### src/hdl/cmbs_pkg.sv
// Package: types, codes and wait constants shared by the modem bring-up sequencer.
`default_nettype none
package cmbs_pkg;

  typedef enum logic [3:0] {
    ST_OFF       = 4'd0,
    ST_INIT      = 4'd1,
    ST_RESET     = 4'd2,
    ST_READY     = 4'd3,
    ST_SIM       = 4'd4,
    ST_BAUD      = 4'd5,
    ST_MODE      = 4'd6,
    ST_WAITMODE  = 4'd7,
    ST_SIGNAL    = 4'd8,
    ST_ATTACH    = 4'd9,
    ST_LINKED    = 4'd10,
    ST_HANDSHAKE = 4'd11,
    ST_FIRST     = 4'd12,
    ST_CONNECTED = 4'd13,
    ST_ERROR     = 4'd14
  } state_t;

  typedef enum logic [1:0] {
    WK_TIMED = 2'd0,
    WK_NOW   = 2'd1,
    WK_NEVER = 2'd2
  } wait_kind_t;

  typedef enum logic [1:0] {
    CFG_NB_MODE           = 2'd0,
    CFG_BROKER_CONFIGURED = 2'd1,
    CFG_SIM_RETRY_LIMIT   = 2'd2,
    CFG_LINK_RETRY_LIMIT  = 2'd3
  } cfg_index_t;

  localparam int CfgDataWidth = 3;

  localparam logic [6:0] SQ_UNKNOWN = 7'd99;
  localparam logic signed [7:0] SIGNAL_NONE = -8'sd1;

  localparam logic [15:0] MS_500   = 16'd500;
  localparam logic [15:0] MS_1000  = 16'd1000;
  localparam logic [15:0] MS_1500  = 16'd1500;
  localparam logic [15:0] MS_2000  = 16'd2000;
  localparam logic [15:0] MS_3000  = 16'd3000;
  localparam logic [15:0] MS_4000  = 16'd4000;
  localparam logic [15:0] MS_5000  = 16'd5000;
  localparam logic [15:0] MS_7000  = 16'd7000;
  localparam logic [15:0] MS_10000 = 16'd10000;
  localparam logic [15:0] MS_15000 = 16'd15000;
  localparam logic [15:0] MS_30000 = 16'd30000;
  localparam logic [15:0] MS_60000 = 16'd60000;

  typedef struct packed {
    logic       nb_mode;
    logic       broker_configured;
    logic [2:0] sim_retry_limit;
    logic [2:0] link_retry_limit;
  } cfg_t;

  typedef struct packed {
    logic       action;
    logic       cmd_ok;
    logic [6:0] signal_quality;
    logic       pending_messages;
  } item_t;

  typedef struct packed {
    state_t            next_state;
    wait_kind_t        wait_kind;
    logic [15:0]       wait_ms;
    logic              power_pulse;
    logic              power_down_probe;
    logic              publish_info;
    logic              flush_request;
    logic              restart_request;
    logic signed [7:0] recorded_signal;
  } result_t;

endpackage
`default_nettype wire

### src/hdl/cmbs_if.sv
// Interfaces: input event channel and result channel of the sequencer.
`default_nettype none
interface cmbs_in_if;
  logic       valid;
  logic       ready;
  logic       action;
  logic       cmd_ok;
  logic [6:0] signal_quality;
  logic       pending_messages;

  modport source (output valid, action, cmd_ok, signal_quality, pending_messages,
                  input ready);
  modport sink   (input valid, action, cmd_ok, signal_quality, pending_messages,
                  output ready);
endinterface

interface cmbs_out_if;
  logic              valid;
  logic              ready;
  logic [3:0]        next_state;
  logic [1:0]        wait_kind;
  logic [15:0]       wait_ms;
  logic              power_pulse;
  logic              power_down_probe;
  logic              publish_info;
  logic              flush_request;
  logic              restart_request;
  logic signed [7:0] recorded_signal;

  modport source (output valid, next_state, wait_kind, wait_ms, power_pulse,
                  power_down_probe, publish_info, flush_request, restart_request,
                  recorded_signal, input ready);
  modport sink   (input valid, next_state, wait_kind, wait_ms, power_pulse,
                  power_down_probe, publish_info, flush_request, restart_request,
                  recorded_signal, output ready);
endinterface
`default_nettype wire

### src/hdl/cmbs_step.sv
// Next-state logic: one transition of the bring-up machine for one event.
`default_nettype none
module cmbs_step (
  input  cmbs_pkg::cfg_t            cfg,
  input  cmbs_pkg::item_t           item,
  input  cmbs_pkg::state_t          state,
  input  logic [2:0]                retry,
  input  logic signed [7:0]         last_signal,
  output cmbs_pkg::result_t         res,
  output logic [2:0]                retry_next
);
  import cmbs_pkg::*;

  logic [2:0]  bumped;
  logic [15:0] mode_wait;
  logic        signal_good;

  assign bumped      = retry + 3'd1;   // wraps modulo 8
  assign mode_wait   = cfg.nb_mode ? MS_2000 : MS_1000;
  assign signal_good = (item.signal_quality != 7'd0) && (item.signal_quality < SQ_UNKNOWN);

  always_comb begin
    res                  = '0;
    res.next_state       = state;
    res.wait_kind        = WK_TIMED;
    res.wait_ms          = '0;
    res.recorded_signal  = last_signal;
    retry_next           = retry;

    if (item.action) begin
      res.next_state = ST_INIT;
      res.wait_kind  = WK_NOW;
    end else begin
      unique case (state)
        ST_INIT: begin
          res.power_down_probe = item.cmd_ok;
          res.next_state = ST_RESET;
          res.wait_ms    = MS_4000;
        end
        ST_RESET: begin
          res.power_pulse = 1'b1;
          res.next_state  = ST_READY;
          res.wait_ms     = MS_7000;
        end
        ST_READY: begin
          if (item.cmd_ok) begin
            res.next_state = ST_SIM;
            retry_next     = '0;
            res.wait_kind  = WK_NOW;
          end else begin
            res.power_pulse = 1'b1;
            res.wait_ms     = MS_5000;
          end
        end
        ST_SIM: begin
          if (item.cmd_ok) begin
            res.next_state = ST_BAUD;
            retry_next     = '0;
            res.wait_kind  = WK_NOW;
          end else if (bumped >= cfg.sim_retry_limit) begin
            res.next_state = ST_ERROR;
            retry_next     = '0;
            res.wait_ms    = MS_30000;
          end else begin
            retry_next  = bumped;
            res.wait_ms = MS_2000;
          end
        end
        ST_BAUD: begin
          if (item.cmd_ok) begin
            res.next_state = ST_MODE;
            res.wait_kind  = WK_NOW;
          end else begin
            res.next_state = ST_READY;
            res.wait_ms    = MS_1000;
          end
        end
        ST_MODE: begin
          if (item.cmd_ok) begin
            res.next_state = ST_WAITMODE;
            res.wait_ms    = mode_wait;
          end else begin
            res.next_state = ST_READY;
            res.wait_ms    = MS_30000;
          end
        end
        ST_WAITMODE: begin
          res.next_state = ST_SIGNAL;
          retry_next     = '0;
          res.wait_ms    = MS_1500;
        end
        ST_SIGNAL: begin
          res.recorded_signal = {1'b0, item.signal_quality};
          if (signal_good) begin
            res.next_state = ST_ATTACH;
            retry_next     = '0;
            res.wait_ms    = MS_500;
          end else if (bumped >= cfg.link_retry_limit) begin
            res.next_state = ST_READY;
            retry_next     = '0;
            res.wait_ms    = MS_30000;
          end else begin
            retry_next  = bumped;
            res.wait_ms = MS_3000;
          end
        end
        ST_ATTACH: begin
          if (item.cmd_ok) begin
            res.next_state = ST_LINKED;
            retry_next     = '0;
            res.wait_ms    = mode_wait;
          end else if (bumped >= cfg.link_retry_limit) begin
            res.next_state = ST_READY;
            retry_next     = '0;
            res.wait_ms    = MS_30000;
          end else begin
            retry_next  = bumped;
            res.wait_ms = MS_3000;
          end
        end
        ST_LINKED: begin
          if (!cfg.broker_configured) begin
            res.wait_kind = WK_NEVER;
          end else if (item.cmd_ok) begin
            res.next_state = ST_HANDSHAKE;
            res.wait_ms    = MS_1000;
          end else begin
            res.wait_ms = MS_10000;
          end
        end
        ST_HANDSHAKE: begin
          if (item.cmd_ok) begin
            res.next_state = ST_FIRST;
            res.wait_ms    = MS_500;
          end else begin
            res.next_state = ST_LINKED;
            res.wait_ms    = MS_10000;
          end
        end
        ST_FIRST: begin
          res.publish_info = 1'b1;
          res.next_state   = ST_CONNECTED;
          res.wait_kind    = WK_NOW;
        end
        ST_CONNECTED: begin
          res.flush_request = item.pending_messages;
          res.wait_ms       = MS_15000;
        end
        ST_ERROR: begin
          res.restart_request = 1'b1;
          if (item.cmd_ok) begin
            res.next_state = ST_READY;
            res.wait_ms    = MS_5000;
          end else begin
            res.wait_ms = MS_60000;
          end
        end
        default: begin
          // off, or the spare code: hold and poll slowly
          res.wait_ms = MS_10000;
        end
      endcase
    end
  end

endmodule
`default_nettype wire

### src/hdl/cellular_modem_bringup_sequencer_unit.sv
// Top level: modem bring-up sequencer with registered input and result stages.
//
//  channel  dir  handshake            payload
//  item     in   item.valid/ready     action, cmd_ok, signal_quality, pending_messages
//  result   out  result.valid/ready   next_state, wait_kind, wait_ms, strobes,
//                                     recorded_signal
//  cfg      in   cfg_we (no stall)    cfg_index, cfg_data
//
// One transfer in, one transfer out; each event passes through the input register and
// then the transition logic into the result register. A new event
// may be taken every cycle: the machine state, retry count and signal reading are
// updated at the same edge as the result register, so the next event sees them.
// Reset (rst, synchronous) puts the machine off, clears the retry count, marks the
// signal as never read and loads the register defaults. When the result is stalled
// the input register holds and item.ready drops only if both stages are full.
`default_nettype none
module cellular_modem_bringup_sequencer_unit (
  input  logic                              clk,
  input  logic                              rst,
  cmbs_in_if.sink                           item,
  cmbs_out_if.source                        result,
  input  logic                              cfg_we,
  input  cmbs_pkg::cfg_index_t              cfg_index,
  input  logic [cmbs_pkg::CfgDataWidth-1:0] cfg_data
);
  import cmbs_pkg::*;

  // configuration
  cfg_t cfg;

  // input stage
  logic  s1_valid;
  item_t s1_item;

  // machine state
  state_t            state;
  logic [2:0]        retry;
  logic signed [7:0] last_signal;

  // result stage
  logic    out_valid;
  result_t out_res;

  result_t step_res;
  logic [2:0] retry_next;
  logic s2_load;
  logic s1_load;

  assign s2_load    = s1_valid && (!out_valid || result.ready);
  assign item.ready = !s1_valid || s2_load;
  assign s1_load    = item.valid && item.ready;

  always_ff @(posedge clk) begin
    if (rst) begin
      cfg.nb_mode           <= 1'b1;
      cfg.broker_configured <= 1'b0;
      cfg.sim_retry_limit   <= 3'd3;
      cfg.link_retry_limit  <= 3'd5;
    end else if (cfg_we) begin
      unique case (cfg_index)
        CFG_NB_MODE:           cfg.nb_mode           <= cfg_data[0];
        CFG_BROKER_CONFIGURED: cfg.broker_configured <= cfg_data[0];
        CFG_SIM_RETRY_LIMIT:   cfg.sim_retry_limit   <= cfg_data[2:0];
        CFG_LINK_RETRY_LIMIT:  cfg.link_retry_limit  <= cfg_data[2:0];
      endcase
    end
  end

  // input register
  always_ff @(posedge clk) begin
    if (rst) begin
      s1_valid <= 1'b0;
    end else if (item.ready) begin
      s1_valid <= item.valid;
    end
  end

  always_ff @(posedge clk) begin
    if (s1_load) begin
      s1_item.action           <= item.action;
      s1_item.cmd_ok           <= item.cmd_ok;
      s1_item.signal_quality   <= item.signal_quality;
      s1_item.pending_messages <= item.pending_messages;
    end
  end

  cmbs_step u_step (
    .cfg         (cfg),
    .item        (s1_item),
    .state       (state),
    .retry       (retry),
    .last_signal (last_signal),
    .res         (step_res),
    .retry_next  (retry_next)
  );

  // machine state moves with the result register
  always_ff @(posedge clk) begin
    if (rst) begin
      state       <= ST_OFF;
      retry       <= '0;
      last_signal <= SIGNAL_NONE;
    end else if (s2_load) begin
      state       <= step_res.next_state;
      retry       <= retry_next;
      last_signal <= step_res.recorded_signal;
    end
  end

  // result register
  always_ff @(posedge clk) begin
    if (rst) begin
      out_valid <= 1'b0;
    end else if (s2_load) begin
      out_valid <= 1'b1;
    end else if (result.ready) begin
      out_valid <= 1'b0;
    end
  end

  always_ff @(posedge clk) begin
    if (s2_load) begin
      out_res <= step_res;
    end
  end

  assign result.valid            = out_valid;
  assign result.next_state       = out_res.next_state;
  assign result.wait_kind        = out_res.wait_kind;
  assign result.wait_ms          = out_res.wait_ms;
  assign result.power_pulse      = out_res.power_pulse;
  assign result.power_down_probe = out_res.power_down_probe;
  assign result.publish_info     = out_res.publish_info;
  assign result.flush_request    = out_res.flush_request;
  assign result.restart_request  = out_res.restart_request;
  assign result.recorded_signal  = out_res.recorded_signal;

  // a timed wait is the only kind that carries a duration
  a_wait_ms_zero: assert property (@(posedge clk) disable iff (rst)
    out_valid && (out_res.wait_kind != WK_TIMED) |-> (out_res.wait_ms == 16'd0))
    else $error("wait_ms set on an untimed wait");

  // input stalls only with both stages full and the result held
  a_stall_full: assert property (@(posedge clk) disable iff (rst)
    !item.ready |-> s1_valid && out_valid && !result.ready)
    else $error("input stalled with room in the pipeline");

  // a transition always lands in the result register
  a_load_valid: assert property (@(posedge clk) disable iff (rst)
    s2_load |=> out_valid)
    else $error("result lost after transition");

  // machine state changes only with a transition
  a_state_hold: assert property (@(posedge clk) disable iff (rst)
    !s2_load |=> $stable(state) && $stable(retry) && $stable(last_signal))
    else $error("machine state moved without a transition");

endmodule
`default_nettype wire

### src/flat_wrapper.sv
// flat-port wrapper written by rule: the top's interface ports become plain ports
module cellular_modem_bringup_sequencer_unit_flat import cmbs_pkg::*;
  (clk, rst, cfg_we, cfg_index, cfg_data, item_valid, item_action, item_cmd_ok, item_signal_quality, item_pending_messages, item_ready, result_valid, result_next_state, result_wait_kind, result_wait_ms, result_power_pulse, result_power_down_probe, result_publish_info, result_flush_request, result_restart_request, result_recorded_signal, result_ready);
  cmbs_in_if item_i ();
  cmbs_out_if result_i ();
  input  logic clk;
  input  logic rst;
  input  logic cfg_we;
  input  cmbs_pkg::cfg_index_t cfg_index;
  input  logic [cmbs_pkg::CfgDataWidth-1:0] cfg_data;
  input wire logic [$bits(item_i.valid)-1:0] item_valid;
  input wire logic [$bits(item_i.action)-1:0] item_action;
  input wire logic [$bits(item_i.cmd_ok)-1:0] item_cmd_ok;
  input wire logic [$bits(item_i.signal_quality)-1:0] item_signal_quality;
  input wire logic [$bits(item_i.pending_messages)-1:0] item_pending_messages;
  output wire logic [$bits(item_i.ready)-1:0] item_ready;
  output wire logic [$bits(result_i.valid)-1:0] result_valid;
  output wire logic [$bits(result_i.next_state)-1:0] result_next_state;
  output wire logic [$bits(result_i.wait_kind)-1:0] result_wait_kind;
  output wire logic [$bits(result_i.wait_ms)-1:0] result_wait_ms;
  output wire logic [$bits(result_i.power_pulse)-1:0] result_power_pulse;
  output wire logic [$bits(result_i.power_down_probe)-1:0] result_power_down_probe;
  output wire logic [$bits(result_i.publish_info)-1:0] result_publish_info;
  output wire logic [$bits(result_i.flush_request)-1:0] result_flush_request;
  output wire logic [$bits(result_i.restart_request)-1:0] result_restart_request;
  output wire logic [$bits(result_i.recorded_signal)-1:0] result_recorded_signal;
  input wire logic [$bits(result_i.ready)-1:0] result_ready;
  assign item_i.valid = item_valid;
  assign item_i.action = item_action;
  assign item_i.cmd_ok = item_cmd_ok;
  assign item_i.signal_quality = item_signal_quality;
  assign item_i.pending_messages = item_pending_messages;
  assign item_ready = item_i.ready;
  assign result_valid = result_i.valid;
  assign result_next_state = result_i.next_state;
  assign result_wait_kind = result_i.wait_kind;
  assign result_wait_ms = result_i.wait_ms;
  assign result_power_pulse = result_i.power_pulse;
  assign result_power_down_probe = result_i.power_down_probe;
  assign result_publish_info = result_i.publish_info;
  assign result_flush_request = result_i.flush_request;
  assign result_restart_request = result_i.restart_request;
  assign result_recorded_signal = result_i.recorded_signal;
  assign result_i.ready = result_ready;
  cellular_modem_bringup_sequencer_unit u_core (.clk(clk), .rst(rst), .item(item_i), .result(result_i), .cfg_we(cfg_we), .cfg_index(cfg_index), .cfg_data(cfg_data));
endmodule
### config.mk
export PLATFORM = sky130hd
export DESIGN_NAME = cellular_modem_bringup_sequencer_unit_flat
export DESIGN_NICKNAME = d
export VERILOG_FILES = /design/src/hdl/cmbs_pkg.sv /design/src/hdl/cmbs_if.sv /design/src/hdl/cmbs_step.sv /design/src/hdl/cellular_modem_bringup_sequencer_unit.sv /design/src/flat_wrapper.sv
export SDC_FILE = /design/constraint.sdc
export NUM_CORES = 1
export LEC_CHECK = 0
export ABC_AREA = 1
export BUFFER_PORTS_ARGS = -buffer_cell sky130_fd_sc_hd__buf_2
export CAP_MARGIN = 20
export CORE_ASPECT_RATIO = 0.9
export CORE_MARGIN = 2
export CORE_UTILIZATION = 56
export CTS_CLUSTER_DIAMETER = 100
export CTS_CLUSTER_SIZE = 20
export DETAILED_ROUTE_END_ITERATION = 12
export PLACE_DENSITY = 0.9
export SYNTH_ARGS = -nofsm -noshare
export SYNTH_HDL_FRONTEND = slang
export SYNTH_SLANG_ARGS = --single-unit
### constraint.sdc
create_clock -name clk -period 2.5 [get_ports clk]
set_input_delay 0.125 -clock clk [delete_from_list [all_inputs] [get_ports clk]]
set_output_delay 0.125 -clock clk [all_outputs]
set_load 0.05 [all_outputs]
Word-level counts from Yosys, hierarchy flattened
Cells that the tools add are included.
Storage, ports and cells
  output and inout port bits: 37
  logic and storage cells: 111
  register bits: 70
  input bits: 20
Operators by class
  $add $sub $neg: 1
  mux-type cells: 45
  magnitude comparators: 3
  reduce and logical (&&, ||, !) cells: 19
  bitwise operators: 3
  equality and inequality tests: 18
Operator list (number)
  $pmux W16 S14: 1
  $mux W15: 5
  $pmux W4 S13: 1
  $mux W16: 3
  $mux W14: 3
  $mux W4: 8
  $eq A4 B4 Y1 const B: 7
  $mux W3: 9
  $eq A4 B3 Y1 const B: 4
  $mux W8: 2
  $pmux W3 S5: 1
  $mux W6: 2
  $mux W11: 1
  $mux W10: 1
  $eq A4 B2 Y1 const B: 2
  $pmux W2 S4: 1
  $reduce_and A2 Y1: 4
  $lt A7 B7 Y1 const B: 1
  $reduce_bool A7 Y1: 1
  $ge A3 B3 Y1: 2
  $reduce_or A2 Y1: 3
  $mux W1: 5
  $reduce_bool A5 Y1: 1
  $eq A2 B2 Y1 const B: 2
  other kinds (13): 19

Logic depth before layout (Yosys ltp)
Gate-level depths: netlist (run 1).
  depth after elaboration: 6
  mapped depth: 14

Modules after synthesis
Synthesis (run 1) repeated with hierarchy kept, for this count alone.
Unflattened totals
  cells, all modules: 457
  area total of the unflattened synthesis: 3712.3 µm²
By module, submodules not included
  cellular_modem_bringup_sequencer_unit: cells each 184, area each 2389.8 µm², times used 1, seq. area each 1851.8 µm²
  cmbs_step: cells each 273, area each 1322.5 µm², times used 1, seq. area each 0.0 µm²

Worst setup path before layout (run 1)
Ideal clock, no wire load.
  kind: register to register
  from: reg u_core.out_valid (netlist: u_core.result.valid)
  to: reg u_core.out_res, in the netlist u_core.result.flush_request, enable pin
  stages on the path, launching flop included: 3
  buffers on the path: 1
  required time: 2.090 ns
  setup time: 0.410 ns
  data arrival time: 1.910 ns
  setup slack: 0.180 ns
  cell sequence: dfxtp_1 > a21oi_1 > clkbuf_1
On the way
  cells in the longest elaborated chain, start to end: 3
RTL lines
  start: declaration: line cellular_modem_bringup_sequencer_unit.sv:41  | logic out_valid;
  start signal: assignment: line cellular_modem_bringup_sequencer_unit.sv:113  | out_valid <= 1'b0;
  start signal: assignment: line cellular_modem_bringup_sequencer_unit.sv:115  | out_valid <= 1'b1;
  start signal: assignment: line cellular_modem_bringup_sequencer_unit.sv:117  | out_valid <= 1'b0;
  $logic_not A1 Y1: line cellular_modem_bringup_sequencer_unit.sv:49  | assign s2_load = s1_valid && (!out_valid || result.ready);
  $logic_or A1 B1 Y1: line cellular_modem_bringup_sequencer_unit.sv:49
  $logic_and A1 B1 Y1: line cellular_modem_bringup_sequencer_unit.sv:49
  via u_core.s2_load: line cellular_modem_bringup_sequencer_unit.sv:46  | logic s2_load;
  end signal: assignment: line cellular_modem_bringup_sequencer_unit.sv:123  | out_res <= step_res;
  end: declaration: line cellular_modem_bringup_sequencer_unit.sv:42  | result_t out_res;
The timed path passes the listed nets, and every way through them passes these cells.
A chain may end at the register's enable or synchronous reset.

Worst setup path in the final report (run 1)
  from: reg u_core.retry[0]
  to: reg u_core.out_res, in the netlist u_core.result.wait_ms[12] (data pin)
On the way
  cells in the longest elaborated chain, start to end: 5
  elaborated cells between the ends (all ways): 9
RTL lines
  start: declaration: line cellular_modem_bringup_sequencer_unit.sv:37  | logic [2:0] retry;
  start signal: assignment: line cellular_modem_bringup_sequencer_unit.sv:105  | retry <= retry_next;
  $add A3 B1 Y3 *: line cmbs_step.sv:18  | assign bumped = retry + 3'd1;
  $ge A3 B3 Y1, on equally long branches: line cmbs_step.sv:98, cmbs_step.sv:112, cmbs_step.sv:60
  $mux W15, on equally long branches: line cmbs_step.sv:98, cmbs_step.sv:112, cmbs_step.sv:60
  $mux W16 (tied with other cells): line cmbs_step.sv:108  | if (item.cmd_ok) begin
  $pmux W16 S14 *: line cmbs_step.sv:34  | unique case (state)
Mark *: on every way between the ends. The rest lies on a longest branch, timed or not.

==> metrics.yaml, run 1 <==
outcome:
  outcome: "completed"
routing:
  drt_iter0_markers: 293
  dr_total_vias: 3288
  routed_wl_mm: 8.81
  firstDrtPassIters: 5
  ant_nets: 0
  routed_via_density: 5.52
  wl_per_cell_um: 14.8
  route.detailed.drc: 0
logic_synthesis:
  synth.avg_cell_area_um2: 8.10
  ys.flop_type: "edfxtp_1"
  synthArstFlopShare_pct: 0
  synth-edff-count: 43
  synth-warning-count: 0
  syn_inst: 436
  synth_seq_area_share_pct: 50.7
  synth.top_cells.by_area: "edfxtp_1 (37%), dfxtp_1 (14%), nand2_1 (11%)"
  yosys.area.top_type: "edfxtp_1"
  synth.distinct_cells: 32
  ys_top_cells_by_count: "nand2_1 (106), inv_1 (57), nor2_1 (50)"
  synth_most_common_cell: "nand2_1"
  synth_area_mm2: 0.00353
  synth-seq-cells: 68
  synth_top_area_share_pct: 36.5
worst_setup_path:
  r2r_slack_ns: 0.16
  max_stage_delay_ns: 0.34
  crit_slowest_cell: "dfxtp_2"
  crit_type: "reg -> reg"
  critical_path.startpoint: "u_core.retry[0]"
  path_max_fanout: 4
  start_kind: "flip-flop"
  critPathBufInv: 1
  reg2reg_from: "u_core.retry[0]"
  arrival_ns: 2.43
  required_ns: 2.59
  cp-end-kind: "flip-flop"
  crit_chain: "ha_1 > xnor2_2 > inv_1 > ha_1 > a21oi_1 > nand3_1 > nand2_1 > o21ai_0 > nor2_1 > a21oi_1"
  cp_top_family: "adder cells"
final_layout:
  fin_util_pct: 68.3
  multi_input_area_mm2: 0.00147
  antenna_cells: 0
  seqCellArea_mm2: 0.00179
  final_nets: 531
  area_growth_pct: 18.1
  drive_gt1_share_pct: 21.0
  instances_no_fill: 596
  num-fill-cells: 507
timing:
  skew_ns: 0.00690
  whs_ns: 0.0164
  timing.final.crit_share_pct: 93.7
  setup_tns_ns: 0
  rsz0062_at_grt: "no"
  fin_ws_ns: 0.157
  slew_headroom_pct: 60.9
  max_freq_ghz: 0.427
  setup_viol: 0
  period_needed_ns: 2.34
  tightest_slew_ns: 0.586
  final_max_slew_viol_count: 0
  hold_viol_final: 0
die:
  fp.dieH_um: 79.4
  die_w_um: 87.7
  start_util_pct: 57.8
  placementRows: 27
  core_mm2: 0.00611
  io_pins: 57
  die_area_mm2: 0.00696
cts:
  htree_levels: 3
  root_buffer: "clkbuf_8"
  cts_max_path_buffers: 2
  cts_tree: "yes"
  path_clk_slew_ns: 0.07
  post_cts_buffers: 0
  numCtsBuffers: 9
  clock_latency_ns: 0.35
  cts.sinks: 68
hold_path:
  hp-class: "in -> reg"
  hp-start: "cfg_data[1]"
global_routing:
  grt_use_met2_pct: 42.4
  grt_pass1_wl_mm: 14.3
  grt_max_degree: 54
  grt_pass1_vias: 3056
  grt-ovfl-total: 0
  grtUsageMet1_pct: 36.6
  grt_util_met3_pct: 6.34
  antenna_found_initial: 0
  busiest_layer: "met2"
  grt_usage_pct: 27.2
power:
  ir_drop_mv: 0.376
  p_per_area_mw_per_mm2: 608
  power_leakage_nw: 2.01
placed_design:
  io_buffer_count: 54
  place_congestion: 0.949
  post-dp-hpwl_mm: 6.37
  pre_cts_slack_ns: -0.0475
  placed_cells: 570
flow_run:
  drv_cap: 0
## area by class of cell
cell class | instances | share of cell area (%)
Clock buffer | 9 | 2.97
Clock inverter | 7 | 1.02
Inverter | 64 | 5.76
Multi-Input combinational cell | 293 | 35.1
Sequential cell | 68 | 43.0
Tap cell | 87 | 2.61
Timing Repair Buffer | 68 | 9.59
## worst register-to-register path, cell delays in order (launching register included)
cell and delay [ns]:
dfxtp_2 0.34, ha_1 0.23, xnor2_2 0.15, inv_1 0.09, ha_1 0.33, a21oi_1 0.16, nand3_1 0.10, nand2_1 0.17
o21ai_0 0.11, nor2_1 0.28, a21oi_1 0.12
## per-layer routing
layer | share of wire, % | wire length [um]
met4 | 2.0 | 174
met3 | 7.6 | 673
met1 | 44 | 3870
met2 | 46 | 4090
met5 | 0 | 0
## flip-flops by register name, indices dropped and copies added (netlist names), 3 cells and up
register	flops
u_core.result.wait_ms	14
u_core.result.next_state	4
u_core.result.recorded_signal	8
u_core.state	4
u_core.retry	3
u_core.cfg	8
u_core.s1_item	10
u_core.last_signal	8
## cell families (layout without fill, tap and decap cells)
logic type               after synthesis  after routing  share of synthesized area [%]
other                                  1              2                          0.106
AND/OR/NAND/NOR                      221            221                           27.2
XOR/XNOR                               1              1                          0.248
buffers and inverters                 76            148                           8.89
adder cells (fa/ha/maj)                7              7                           2.48
AO/OA/AOI/OAI                         62             62                           10.4
flip-flops                            68             68                           50.7
## path summary, 6_finish.rpt
| check | end | cells past startpoint |
|---|---|---|
| max reg2reg | u_core.result.wait_ms[12] | 10 |
| min | u_core.cfg[4] | 3 |
| max | u_core.result.wait_ms[12] | 10 |
| min reg2reg | u_core.cfg[5] | 2 |
## where the power goes
group / switching [mW] / internal (mW) / total (mW)
Combinational: 0.338 / 0.131 / 0.469
Clock: 0.420 / 0.353 / 0.773
Sequential: 0.0317 / 1.26 / 1.29
## cell usage in the layout (no fill, tap or decap), drive strengths merged
cell / Yosys / routed
ha: 7 / 7
clkinvlp: 0 / 2
nor4: 2 / 2
o31ai: 1 / 1
nand4: 5 / 5
xnor2: 1 / 1
clkinv: 0 / 4
dfxtp: 25 / 25
o21ai: 19 / 19
nor3: 13 / 13
clkbuf: 5 / 9
o211ai: 8 / 8
inv: 64 / 65
dlygate4sd3: 0 / 10
a31oi: 4 / 4
buf: 7 / 58
nand3: 30 / 30
edfxtp: 43 / 43
nor2: 58 / 58
a21oi: 29 / 29
nor3b: 1 / 1
conb: 1 / 2
a41oi: 1 / 1
or2: 2 / 2
nand2: 110 / 110
## stage by stage
| step | total power, mW | instance area, um2 |
|---|---|---|
| final | 2.54 | 4170 |
| after global routing | 2.64 | 4170 |
| after CTS | 2.53 | 4150 |
| after detailed placement | 1.76 | 3880 |
| after global placement | 1.76 | 3880 |
| after floorplan | 1.65 | 3540 |
## what timing repair did
action | CTS | global route
hold endpoints to repair | 10 | 0
endpoints found under the setup margin | 1 | 9
gates resized for setup | 1 | 6
hold buffers | 10 | 0
No activity file was read; power rests on OpenSTA's default activity.
==> run 2, diff against run 1 <==
CORE_UTILIZATION = 59   (was 56)
CTS_BUF_LIST = sky130_fd_sc_hd__clkbuf_8   (was unset)
PLACE_DENSITY = 0.83   (was 0.9)
==> run 2 against run 1 <==
Effect of this change: register-to-register slack better by 0.04 ns; clock power is 4.3% higher; total power is 1.3% higher; worst setup slack better by 0.036 ns; highest routed layer unchanged.
==> metrics.yaml, run 2 (synthesis results as in run 1) <==
timing:
  period_needed_ns: 2.31  # was 2.34 ns
  skew_ns: 0.00966  # was 0.00690 ns
  final_max_slew_viol_count: 0  # unchanged
  setup_tns_ns: 0  # unchanged
  slew_headroom_pct: 60.5  # was 60.9%
  hold_viol_final: 0  # unchanged
  rsz0062_at_grt: "no"  # unchanged
  whs_ns: 0.0198  # was 0.0164 ns
  max_freq_ghz: 0.433  # was 0.427 GHz
  timing.final.crit_share_pct: 92.3  # was 93.7%
  setup_viol: 0  # unchanged
  tightest_slew_ns: 0.592  # was 0.586 ns
worst_setup_path:
  arrival_ns: 2.40  # was 2.43 ns
  reg2reg_from: "u_core.retry[0]"  # unchanged
  required_ns: 2.60  # was 2.59 ns
  r2r_slack_ns: 0.19  # was 0.16 ns
  cp-end-kind: "flip-flop"  # unchanged
  critical_path.startpoint: "u_core.retry[0]"  # unchanged
  reg2reg_depth: 13  # was 10
  worstReg2RegEnd: "u_core.result.wait_ms[3]"  # was u_core.result.wait_ms[12]
  crit_type: "reg -> reg"  # unchanged
  path_max_fanout: 6  # was 4
  start_kind: "flip-flop"  # unchanged
die:
  io_pins: 57  # unchanged
  die_area_mm2: 0.00662  # was 0.00696 mm2
  core_mm2: 0.00573  # was 0.00611 mm2
  start_util_pct: 61.7  # was 57.8%
  die_w_um: 85.6  # was 87.7 um
  placementRows: 26  # was 27
  fp.dieH_um: 77.4  # was 79.4 um
routing:
  routed_wl_mm: 8.93  # was 8.81 mm
  routed_via_density: 5.50  # was 5.52
  firstDrtPassIters: 5  # unchanged
  wl_met3_um: 726  # was 673 um
  met2_length_mm: 4.27  # was 4.09 mm
  route.detailed.drc: 0  # unchanged
  ant_nets: 0  # unchanged
  wl_per_cell_um: 15.4  # was 14.8 um
  wl_met1_mm: 3.66  # was 3.87 mm
  highest_layer: "met4"  # unchanged
  dr_total_vias: 3187  # was 3288
  drt_iter0_markers: 281  # was 293
placed_design:
  place_congestion: 0.981  # was 0.949
  placed_cell_area_mm2: 0.00385  # was 0.00388 mm2
  placed_cells: 552  # was 570
  io_buffer_count: 54  # unchanged
  post-dp-hpwl_mm: 6.56  # was 6.37 mm
power:
  power_leakage_nw: 2.02  # was 2.01 nW
  p_per_area_mw_per_mm2: 617  # was 608 mW/mm2
  ir_drop_mv: 0.419  # was 0.376 mV
  power.total_mw: 2.57  # was 2.54 mW
hold_path:
  hold_end: "u_core.cfg[4]"  # unchanged
  worstHoldPathCells: 3  # unchanged
  hp-start: "cfg_data[1]"  # unchanged
  hp-class: "in -> reg"  # unchanged
final_layout:
  antenna_cells: 0  # unchanged
  fin_area_mm2: 0.00416  # was 0.00417 mm2
  drive_gt1_share_pct: 20.8  # was 21.0%
  instances_no_fill: 579  # was 596
  num-fill-cells: 455  # was 507
  area_growth_pct: 17.8  # was 18.1%
  largest_reg_flops: 14  # unchanged
  final_nets: 531  # unchanged
  final_common_cell: "nand2_1"  # unchanged
  final_cell_mix: "nand2_1 (105), inv_1 (57), buf_2 (54)"  # unchanged
cts:
  clock_latency_ns: 0.35  # about the same
  numCtsBuffers: 9  # unchanged
  cts.sinks: 68  # unchanged
  post_cts_buffers: 0  # unchanged
  htree_levels: 3  # unchanged
  root_buffer: "clkbuf_8"  # unchanged
  path_clk_slew_ns: 0.07  # about the same
  cts_max_path_buffers: 2  # unchanged
  cts_tree: "yes"  # unchanged
global_routing:
  grt_pass1_wl_mm: 14.4  # was 14.3 mm
  grt_usage_pct: 28.4  # was 27.2%
  antenna_found_initial: 0  # unchanged
  grt-ovfl-total: 0  # unchanged
  grt_max_degree: 54  # unchanged
  grt_pass1_vias: 3052  # was 3056
outcome:
  outcome: "completed"  # unchanged
flow_run:
  drv_cap: 0  # unchanged
[run 2: final cells by class]
type                    count  area (um2)  share of cell area (%)
flip-flops and latches     68        1790                    43.0
multi-input cells         293        1460                    35.1
repair buffers             68         403                    9.68
inverters                  64         240                    5.77
clock buffers              10         138                    3.31
well taps                  70        87.6                    2.10
clock inverters             6        40.0                   0.962
[run 2: power by group]
part | internal (mW) | switching, mW | total (mW)
Sequential | 1.26 | 0.0331 | 1.30
Clock | 0.384 | 0.422 | 0.806
Combinational | 0.130 | 0.337 | 0.467
Total | 1.78 | 0.792 | 2.57
[run 2: metal layers]
metal / vias up / track usage (%)
li1: 1562 / -
met3: 27 / 6.28
met5: - / 0
met1: 1430 / 36.5
met4: 0 / 13.8
met2: 168 / 45.5
[run 2: timing repair]
item / CTS / global route
endpoints found under the hold margin: 11 / 0
setup endpoints to repair: 0 / 11
resized for setup: 0 / 6
hold buffers: 11 / 0
[run 2: how the worst max path moves through the flow]
| stage | cells after the start | to | slack (ns) |
|---|---|---|---|
| after floorplan | 2 | u_core.result.flush_request | 0.18 |
| after global placement | 12 | u_core.result.wait_ms[9] | 0.16 |
| after detailed placement | 13 | u_core.result.wait_ms[3] | 0.07 |
| after CTS | 13 | u_core.result.wait_ms[3] | 0.04 |
| after global routing | 13 | u_core.result.wait_ms[3] | 0.03 |
| final | 13 | u_core.result.wait_ms[3] | 0.19 |
[run 2: stage by stage]
| stage | setup WS [ns] | utilization, % |
|---|---|---|
| final | 0.193 | 72.7 |
| after global routing | 0.0290 | 72.7 |
| after CTS | 0.0378 | 72.4 |
| after detailed placement | 0.0688 | 67.3 |
| after global placement | 0.160 | 67.3 |
| after floorplan | 0.180 | - |
[run 2: critical path, cell delays in order, from the launching register on]
cell     delay, ns
dfxtp_1       0.35
ha_1          0.24
xnor2_2       0.15
inv_1         0.08
ha_1          0.31
nand2_1       0.05
inv_1         0.05
nand2_1       0.10
nand2_2       0.14
inv_1         0.09
o21ai_2       0.17
nor2_1        0.06
nor3_1        0.20
nor2_1        0.06
